[src/rtl/rhp_pkg.sv]
package rhp_pkg;

   // Result status codes
   localparam logic [2:0] STATUS_OK            = 3'd0;
   localparam logic [2:0] STATUS_SHORT_HEADER  = 3'd1;
   localparam logic [2:0] STATUS_BAD_VERSION   = 3'd2;
   localparam logic [2:0] STATUS_SHORT_CSRC    = 3'd3;
   localparam logic [2:0] STATUS_SHORT_EXT_HDR = 3'd4;
   localparam logic [2:0] STATUS_SHORT_EXT     = 3'd5;

   // Fixed header layout
   localparam logic [15:0] FIXED_HDR_BYTES = 16'd12;
   localparam logic [1:0]  RTP_VERSION     = 2'b10;
   localparam logic [15:0] SEQ_HALF_WINDOW = 16'h8000;

   // Request item: one packet byte
   typedef struct packed {
      logic [7:0] pkt_byte;
      logic       last_byte;
   } req_type;

   // Result item: one per packet
   typedef struct packed {
      logic [2:0]  status;
      logic [15:0] payload_offset;
      logic [15:0] payload_length;
      logic [15:0] seq_number;
      logic [47:0] srtp_index;
   } rsp_type;

   // Parsed packet summary handed from the parser to the index stage
   typedef struct packed {
      logic [2:0]  status;
      logic [15:0] payload_offset;
      logic [15:0] payload_length;
      logic [15:0] seq_number;
   } hdr_type;

endpackage

[src/rtl/rtp_header_parse_srtp_index.sv]
// RTP header parser with SRTP packet index estimation. Packet bytes enter one
// per cycle on req_data, the final byte flagged by last_byte; a byte is taken
// every cycle that req_stall is low, with no gap needed between packets. The
// last byte yields one result on rsp_data via the queue and result register:
// status, payload offset and length, sequence number and the 48-bit index
// (offset, length and index read zero unless status is ok). The parser and
// the index stage are split by a two-entry summary queue; req_stall rises
// only when that queue fills because results are held back by rsp_stall.
// The index stage keeps the highest index seen; zero there means unseeded.
module rtp_header_parse_srtp_index (
   input  logic              clock,
   input  logic              reset,
   input  logic              req_valid,
   input  rhp_pkg::req_type  req_data,
   output logic              req_stall,
   output logic              rsp_valid,
   output rhp_pkg::rsp_type  rsp_data,
   input  logic              rsp_stall
);
   import rhp_pkg::*;

   logic    push;
   hdr_type push_data;
   logic    pop;
   logic    queue_full;
   logic    head_valid;
   hdr_type head_data;

   rhp_front u_front (
      .clock      (clock),
      .reset      (reset),
      .req_valid  (req_valid),
      .req_data   (req_data),
      .queue_full (queue_full),
      .req_stall  (req_stall),
      .push       (push),
      .push_data  (push_data)
   );

   rhp_queue u_queue (
      .clock      (clock),
      .reset      (reset),
      .push       (push),
      .push_data  (push_data),
      .pop        (pop),
      .full       (queue_full),
      .head_valid (head_valid),
      .head_data  (head_data)
   );

   rhp_index u_index (
      .clock      (clock),
      .reset      (reset),
      .head_valid (head_valid),
      .head_data  (head_data),
      .pop        (pop),
      .rsp_valid  (rsp_valid),
      .rsp_data   (rsp_data),
      .rsp_stall  (rsp_stall)
   );

endmodule

[src/rtl/rhp_front.sv]
module rhp_front (
   input  logic              clock,
   input  logic              reset,
   input  logic              req_valid,
   input  rhp_pkg::req_type  req_data,
   input  logic              queue_full,
   output logic              req_stall,
   output logic              push,
   output rhp_pkg::hdr_type  push_data
);
   import rhp_pkg::*;

   logic [15:0] pos_ff,   pos_in;
   logic [7:0]  first_ff, first_in;
   logic [15:0] seq_ff,   seq_in;
   logic [15:0] extw_ff,  extw_in;

   logic        accept;
   logic [6:0]  ext_at;
   logic [15:0] len;
   logic [3:0]  cc;
   logic [15:0] off_base;
   logic [15:0] off_ext_hdr;
   logic [18:0] off_full;
   logic [2:0]  status;
   logic [15:0] poff;

   // Hold off bytes while the queue has no room
   assign req_stall = queue_full;
   assign accept    = req_valid & ~req_stall;
   assign push      = accept & req_data.last_byte;

   // Capture header fields from the current byte
   assign ext_at = 7'd14 + {1'b0, first_ff[3:0], 2'b00};

   always_comb begin
      first_in = first_ff;
      seq_in   = seq_ff;
      extw_in  = extw_ff;
      if (pos_ff == 16'd0) begin
         first_in = req_data.pkt_byte;
      end else if (pos_ff == 16'd2) begin
         seq_in = {req_data.pkt_byte, seq_ff[7:0]};
      end else if (pos_ff == 16'd3) begin
         seq_in = {seq_ff[15:8], req_data.pkt_byte};
      end
      if (pos_ff >= FIXED_HDR_BYTES && pos_ff == {9'd0, ext_at}) begin
         extw_in = {req_data.pkt_byte, extw_ff[7:0]};
      end else if (pos_ff >= FIXED_HDR_BYTES && pos_ff == {9'd0, ext_at} + 16'd1) begin
         extw_in = {extw_ff[15:8], req_data.pkt_byte};
      end
   end

   // Saturate the byte count
   assign pos_in = (pos_ff == 16'hffff) ? pos_ff : pos_ff + 16'd1;
   assign len    = pos_in;

   // Classify the packet on its last byte
   assign cc          = first_in[3:0];
   assign off_base    = FIXED_HDR_BYTES + {10'd0, cc, 2'b00};
   assign off_ext_hdr = off_base + 16'd4;
   assign off_full    = {3'd0, off_ext_hdr} + {1'b0, extw_in, 2'b00};

   always_comb begin
      status = STATUS_OK;
      poff   = off_base;
      if (len < FIXED_HDR_BYTES) begin
         status = STATUS_SHORT_HEADER;
      end else if (first_in[7:6] != RTP_VERSION) begin
         status = STATUS_BAD_VERSION;
      end else if (len < off_base) begin
         status = STATUS_SHORT_CSRC;
      end else if (first_in[4]) begin
         poff = off_full[15:0];
         if (len < off_ext_hdr) begin
            status = STATUS_SHORT_EXT_HDR;
         end else if ({3'd0, len} < off_full) begin
            status = STATUS_SHORT_EXT;
         end
      end
   end

   always_comb begin
      push_data.status         = status;
      push_data.seq_number     = seq_in;
      push_data.payload_offset = (status == STATUS_OK) ? poff : 16'd0;
      push_data.payload_length = (status == STATUS_OK) ? len - poff : 16'd0;
   end

   // Advance per-packet state, clear it after the last byte
   always_ff @(posedge clock) begin
      if (reset) begin
         pos_ff   <= '0;
         first_ff <= '0;
         seq_ff   <= '0;
         extw_ff  <= '0;
      end else if (accept) begin
         if (req_data.last_byte) begin
            pos_ff   <= '0;
            first_ff <= '0;
            seq_ff   <= '0;
            extw_ff  <= '0;
         end else begin
            pos_ff   <= pos_in;
            first_ff <= first_in;
            seq_ff   <= seq_in;
            extw_ff  <= extw_in;
         end
      end
   end

endmodule

[src/rtl/rhp_queue.sv]
module rhp_queue (
   input  logic              clock,
   input  logic              reset,
   input  logic              push,
   input  rhp_pkg::hdr_type  push_data,
   input  logic              pop,
   output logic              full,
   output logic              head_valid,
   output rhp_pkg::hdr_type  head_data
);
   import rhp_pkg::*;

   hdr_type    mem_ff [2];
   logic       wr_ptr_ff;
   logic       rd_ptr_ff;
   logic [1:0] count_ff;

   assign full       = (count_ff == 2'd2);
   assign head_valid = (count_ff != 2'd0);
   assign head_data  = mem_ff[rd_ptr_ff];

   // Store entries
   always_ff @(posedge clock) begin
      if (push) begin
         mem_ff[wr_ptr_ff] <= push_data;
      end
   end

   // Advance pointers and occupancy
   always_ff @(posedge clock) begin
      if (reset) begin
         wr_ptr_ff <= 1'b0;
         rd_ptr_ff <= 1'b0;
         count_ff  <= 2'd0;
      end else begin
         if (push) begin
            wr_ptr_ff <= ~wr_ptr_ff;
         end
         if (pop) begin
            rd_ptr_ff <= ~rd_ptr_ff;
         end
         if (push && !pop) begin
            count_ff <= count_ff + 2'd1;
         end else if (pop && !push) begin
            count_ff <= count_ff - 2'd1;
         end
      end
   end

endmodule

[src/rtl/rhp_index.sv]
module rhp_index (
   input  logic              clock,
   input  logic              reset,
   input  logic              head_valid,
   input  rhp_pkg::hdr_type  head_data,
   output logic              pop,
   output logic              rsp_valid,
   output rhp_pkg::rsp_type  rsp_data,
   input  logic              rsp_stall
);
   import rhp_pkg::*;

   logic        rsp_valid_ff;
   rsp_type     rsp_ff;
   logic [47:0] highest_ff, highest_in;

   logic [47:0] last;
   logic [15:0] seq;
   logic [31:0] epoch;
   logic [16:0] diff;
   logic [47:0] index;

   assign pop       = head_valid & (~rsp_valid_ff | ~rsp_stall);
   assign rsp_valid = rsp_valid_ff;
   assign rsp_data  = rsp_ff;

   // Estimate the packet index; upper 32 bits of guess match the last index,
   // so the difference reduces to a 17-bit signed compare on the low half
   assign seq   = head_data.seq_number;
   assign last  = (highest_ff == 48'd0) ? {32'd0, seq} : highest_ff;
   assign epoch = last[47:16];
   assign diff  = {1'b0, seq} - {1'b0, last[15:0]};

   always_comb begin
      index      = {epoch, seq};
      highest_in = highest_ff;
      if (head_data.status == STATUS_OK) begin
         highest_in = last;
         if (!diff[16]) begin
            if (diff[15:0] < SEQ_HALF_WINDOW) begin
               highest_in = index;
            end else if (epoch != 32'd0) begin
               index = {epoch - 32'd1, seq};
            end
         end else if (diff < {1'b1, SEQ_HALF_WINDOW}) begin
            index      = {epoch + 32'd1, seq};
            highest_in = index;
         end
      end else begin
         index = 48'd0;
      end
   end

   // Load the result register and update the stored index
   always_ff @(posedge clock) begin
      if (reset) begin
         rsp_valid_ff <= 1'b0;
         highest_ff   <= '0;
      end else begin
         if (pop) begin
            rsp_valid_ff <= 1'b1;
            highest_ff   <= highest_in;
         end else if (!rsp_stall) begin
            rsp_valid_ff <= 1'b0;
         end
      end
   end

   always_ff @(posedge clock) begin
      if (pop) begin
         rsp_ff.status         <= head_data.status;
         rsp_ff.payload_offset <= head_data.payload_offset;
         rsp_ff.payload_length <= head_data.payload_length;
         rsp_ff.seq_number     <= head_data.seq_number;
         rsp_ff.srtp_index     <= index;
      end
   end

endmodule

[config.mk]
export PLATFORM = sky130hd
export DESIGN_NAME = rtp_header_parse_srtp_index
export DESIGN_NICKNAME = d
export VERILOG_FILES = /design/src/rtl/rhp_pkg.sv /design/src/rtl/rtp_header_parse_srtp_index.sv /design/src/rtl/rhp_front.sv /design/src/rtl/rhp_queue.sv /design/src/rtl/rhp_index.sv
export SDC_FILE = /design/constraint.sdc
export NUM_CORES = 1
export LEC_CHECK = 0
export BUFFER_PORTS_ARGS = -buffer_cell sky130_fd_sc_hd__buf_4
export CELL_PAD_IN_SITES_DETAIL_PLACEMENT = 2
export CELL_PAD_IN_SITES_GLOBAL_PLACEMENT = 2
export CORE_ASPECT_RATIO = 0.8
export CORE_MARGIN = 10
export CORE_UTILIZATION = 40
export CTS_CLUSTER_DIAMETER = 80
export DETAILED_ROUTE_END_ITERATION = 7
export PLACE_DENSITY_LB_ADDON = 0.1
export SYNTH_ARGS = -nofsm -noshare
export SYNTH_HDL_FRONTEND = slang
export SYNTH_SLANG_ARGS = --single-unit
export TNS_END_PERCENT = 5
[constraint.sdc]
create_clock -name clock -period 6.9 [get_ports clock]
set_input_delay 0.345 -clock clock [delete_from_list [all_inputs] [get_ports clock]]
set_output_delay 0.345 -clock clock [all_outputs]
set_load 0.01 [all_outputs]
==> impl_results.md <==
- Warnings, synthesis: 0
- Cells after synthesis: ~1,500
- Final std cells w/o fill: 2,176
- CP delay by family, top: simple AND/OR/NAND/NOR gates
- Pre-CTS setup slack: ~76 ps
- Via Count: between 10,000 and 15,000
- Worst min path class: primary input to flop
- Num ports: 114
- Number of buffers created by CTS: 36
- Fmax: around 150 MHz
- Filler cells: slightly above 4,000
- Slew of the pin with the lowest slew margin: between 1000 and 1500 ps
- Clock Skews: roughly 14 ps
- Fin Hold WS: around 97 ps
- Diode count: 0
- Starting density of the core: slightly above 40%
- Final Max Tran Viols: 0
- Reported max-cap violation count: 0
- Crit path required time: around 7300 ps
- Crit path time final: roughly 6500 ps
- Setup ws final: 418 ps
- Clk_lat worst skew: 550 ps
- # H-tree levels: 2
- Slowest cell delay on critical path: 370 ps
- Residual DRC count: 0
- Synth unique cells: between 80 and 90
- Post-synth top flop: edfxtp_1
- GPL Wtd Cong: around 0.88
- Status: completed
- Synthesized cell area: about 0.016 mm²
- Buffers on Ports: approximately 110
- Final Cell Area: about 0.019 mm²
- Final setup viols: 0
- Gr usage total: approximately 22%
- Total iterations of the first detailed-routing run: 5
- Largest fanout on the critical path: 8
- Rel. slew slack: between 15 and 20%
- Leak Pwr: around 7 nW
- HPWL after detailed placement: 37,300 µm
- First-pass GRT wire length: around 82,000 µm
- Post-DP Area: 0.0174 mm²
- Async set-or-reset flop fraction in the synthesized netlist: 0%
- Area leader, netlist: edfxtp_1
- Area Growth Syn to Fin: 17.2%
- Core Util, Final: a little under half
- Largest net degree at the start of global routing: 72
- RSZ-0062 raised after global routing: false
- Routed WL: 52,400 µm
- DIE WIDTH: around 240 µm
- Initial antenna violation count: 1
- Routed length per placed instance: roughly 24 µm
- Maximum VDD drop: 0.000172 V
- Total clock sinks: approximately 300
- Vias in the first global route: roughly 13,000
- Synth Register Bits: ~300
- Tot Pwr: 5.80 mW
- Most common cell after layout, fill and taps aside: nor2_1
- Number of synthesized flops with an enable pin: 195
- CTS tree: done
- Vert. Die Dim: 198 µm
- CTS root buffer: clkbuf_16
- Crit. End Element: flop
- Drt via density: between 5 and 6
- Core box area: slightly below 0.04 mm²
- Top cells by area, synth: edfxtp_1 37%, dfxtp_1 14%, ha_1 5.2%
- Final Cycle Share: about 94%
- Share of Yosys cell area claimed by the top area cell type: a little under two fifths
- Layout cells sized above 1: between 20% and 30%
- Nets: 1,694
- Commonest non-fill, non-tap cells in the layout: 197 x nor2_1, 195 x edfxtp_1, 157 x buf_4, 108 x dfxtp_1, 79 x nand2_1
- Sum Neg Setup Slack: 0 ps
- Sequential share of the synthesized area: 50.8%
- CP Data Arrival Time: slightly below 7000 ps
- CP Buf/Inv Count: 5
- Startpoint types: flop
- # rows: 65
- Most used cell, CP: ha_1
- Reg clk slew, reported paths: roughly 60 ps
- Syn_area_per_cell: around 11 µm²
- Kind of critical path: flop to flop
- Post-route ant nets: 0
- DR iter-0 viols: about 800
- Die ar.: about 0.048 mm²
- Power per cell area: around 310 mW/mm²
- Worst path slowest cell: dfxtp_1
- Post-Place Cells: 2,109
- Hold Fails Final Rpt: 0
- Grt total ovfl: 0
- Bufs on Longest Clock Path: 3
sequential cells by signal, summed over array words and instances (netlist names), named ones only:
name,cells
u_front.extw_ff,16
u_front.first_ff,7
u_front.pos_ff,16
u_front.seq_ff,16
u_index.highest_ff,48
u_index.rsp_data,97
u_index.rsp_valid,1
u_queue.count_ff,2
u_queue.mem_ff,98
u_queue.rd_ptr_ff,1
u_queue.wr_ptr_ff,1
routing by layer:
| layer | vias to the layer above | global-route usage, % | routed length, µm |
|---|---|---|---|
| li1 | 5715 | - | - |
| met1 | 6394 | 29.9 | 24900 |
| met2 | 224 | 34.8 | 24300 |
| met3 | 64 | 3.69 | 2350 |
| met4 | 0 | 4.56 | 858 |
| met5 | - | 0 | 0 |
cell type report:
cell class	instances	area (µm²)	share of cell area, %
Inverter	42	160	0.864
Multi-Input combinational cell	1071	7370	39.7
Tap cell	536	671	3.62
Clock inverter	15	150	0.810
Sequential cell	304	8040	43.4
Timing Repair Buffer	158	1200	6.46
Clock buffer	50	953	5.14
worst min-delay path: stages:
cell and delay, ps:
buf_4 110, nand2_1 70, a21oi_1 60
timing repair:
item | in CTS | in global routing
buffers inserted | 0 | 2
endpoints found under the setup margin | 0 | 64
endpoints found under the hold margin | 0 | 0
hold buffers | 0 | 0
resized for setup | 0 | 17
final timing paths:
path	from	endpoint	slack, ps	cells past startpoint
max	u_front.pos_ff[0]$_SDFFE_PP0P_	u_queue.mem_ff[0][31]$_DFFE_PP_	420	29
min	rsp_stall	u_index.rsp_valid$_SDFFE_PP0P_	100	3
max reg2reg	u_front.pos_ff[0]$_SDFFE_PP0P_	u_queue.mem_ff[0][31]$_DFFE_PP_	420	29
min reg2reg	u_index.rsp_valid$_SDFFE_PP0P_	u_index.rsp_valid$_SDFFE_PP0P_	500	2
synthesized netlist by cell type, drive strengths merged, types with 21 or more instances:
library cell	number
nor3	60
nor2	199
buf	22
a21oi	73
nand3	38
xor2	35
or3	26
o21ai	48
ha	66
mux2	73
edfxtp	195
dfxtp	109
inv	42
xnor2	56
a22oi	60
clkbuf	64
nand2	80
nor4	21
cell families after synthesis:
| group | count (synthesis) | share of synthesized area (%) |
|---|---|---|
| buffers and inverters | 128 | 3.32 |
| other | 2 | 0.0475 |
| DFF | 304 | 50.8 |
| adders and majority gates | 68 | 5.48 |
| and+or+nand+nor | 552 | 17.6 |
| xor gates and xnor gates | 91 | 5.04 |
| AOI/OAI and AO/OA | 265 | 11.3 |
| muxes | 91 | 6.38 |
power breakdown:
| part | switching (mW) | internal, mW | leakage, nW |
|---|---|---|---|
| sequential | 0.132 | 2.33 | 2.74 |
| combinational | 0.910 | 0.588 | 3.53 |
| clock | 0.793 | 1.05 | 0.537 |
| total | 1.83 | 3.97 | 6.80 |
Power figures use the tool's default switching activity.
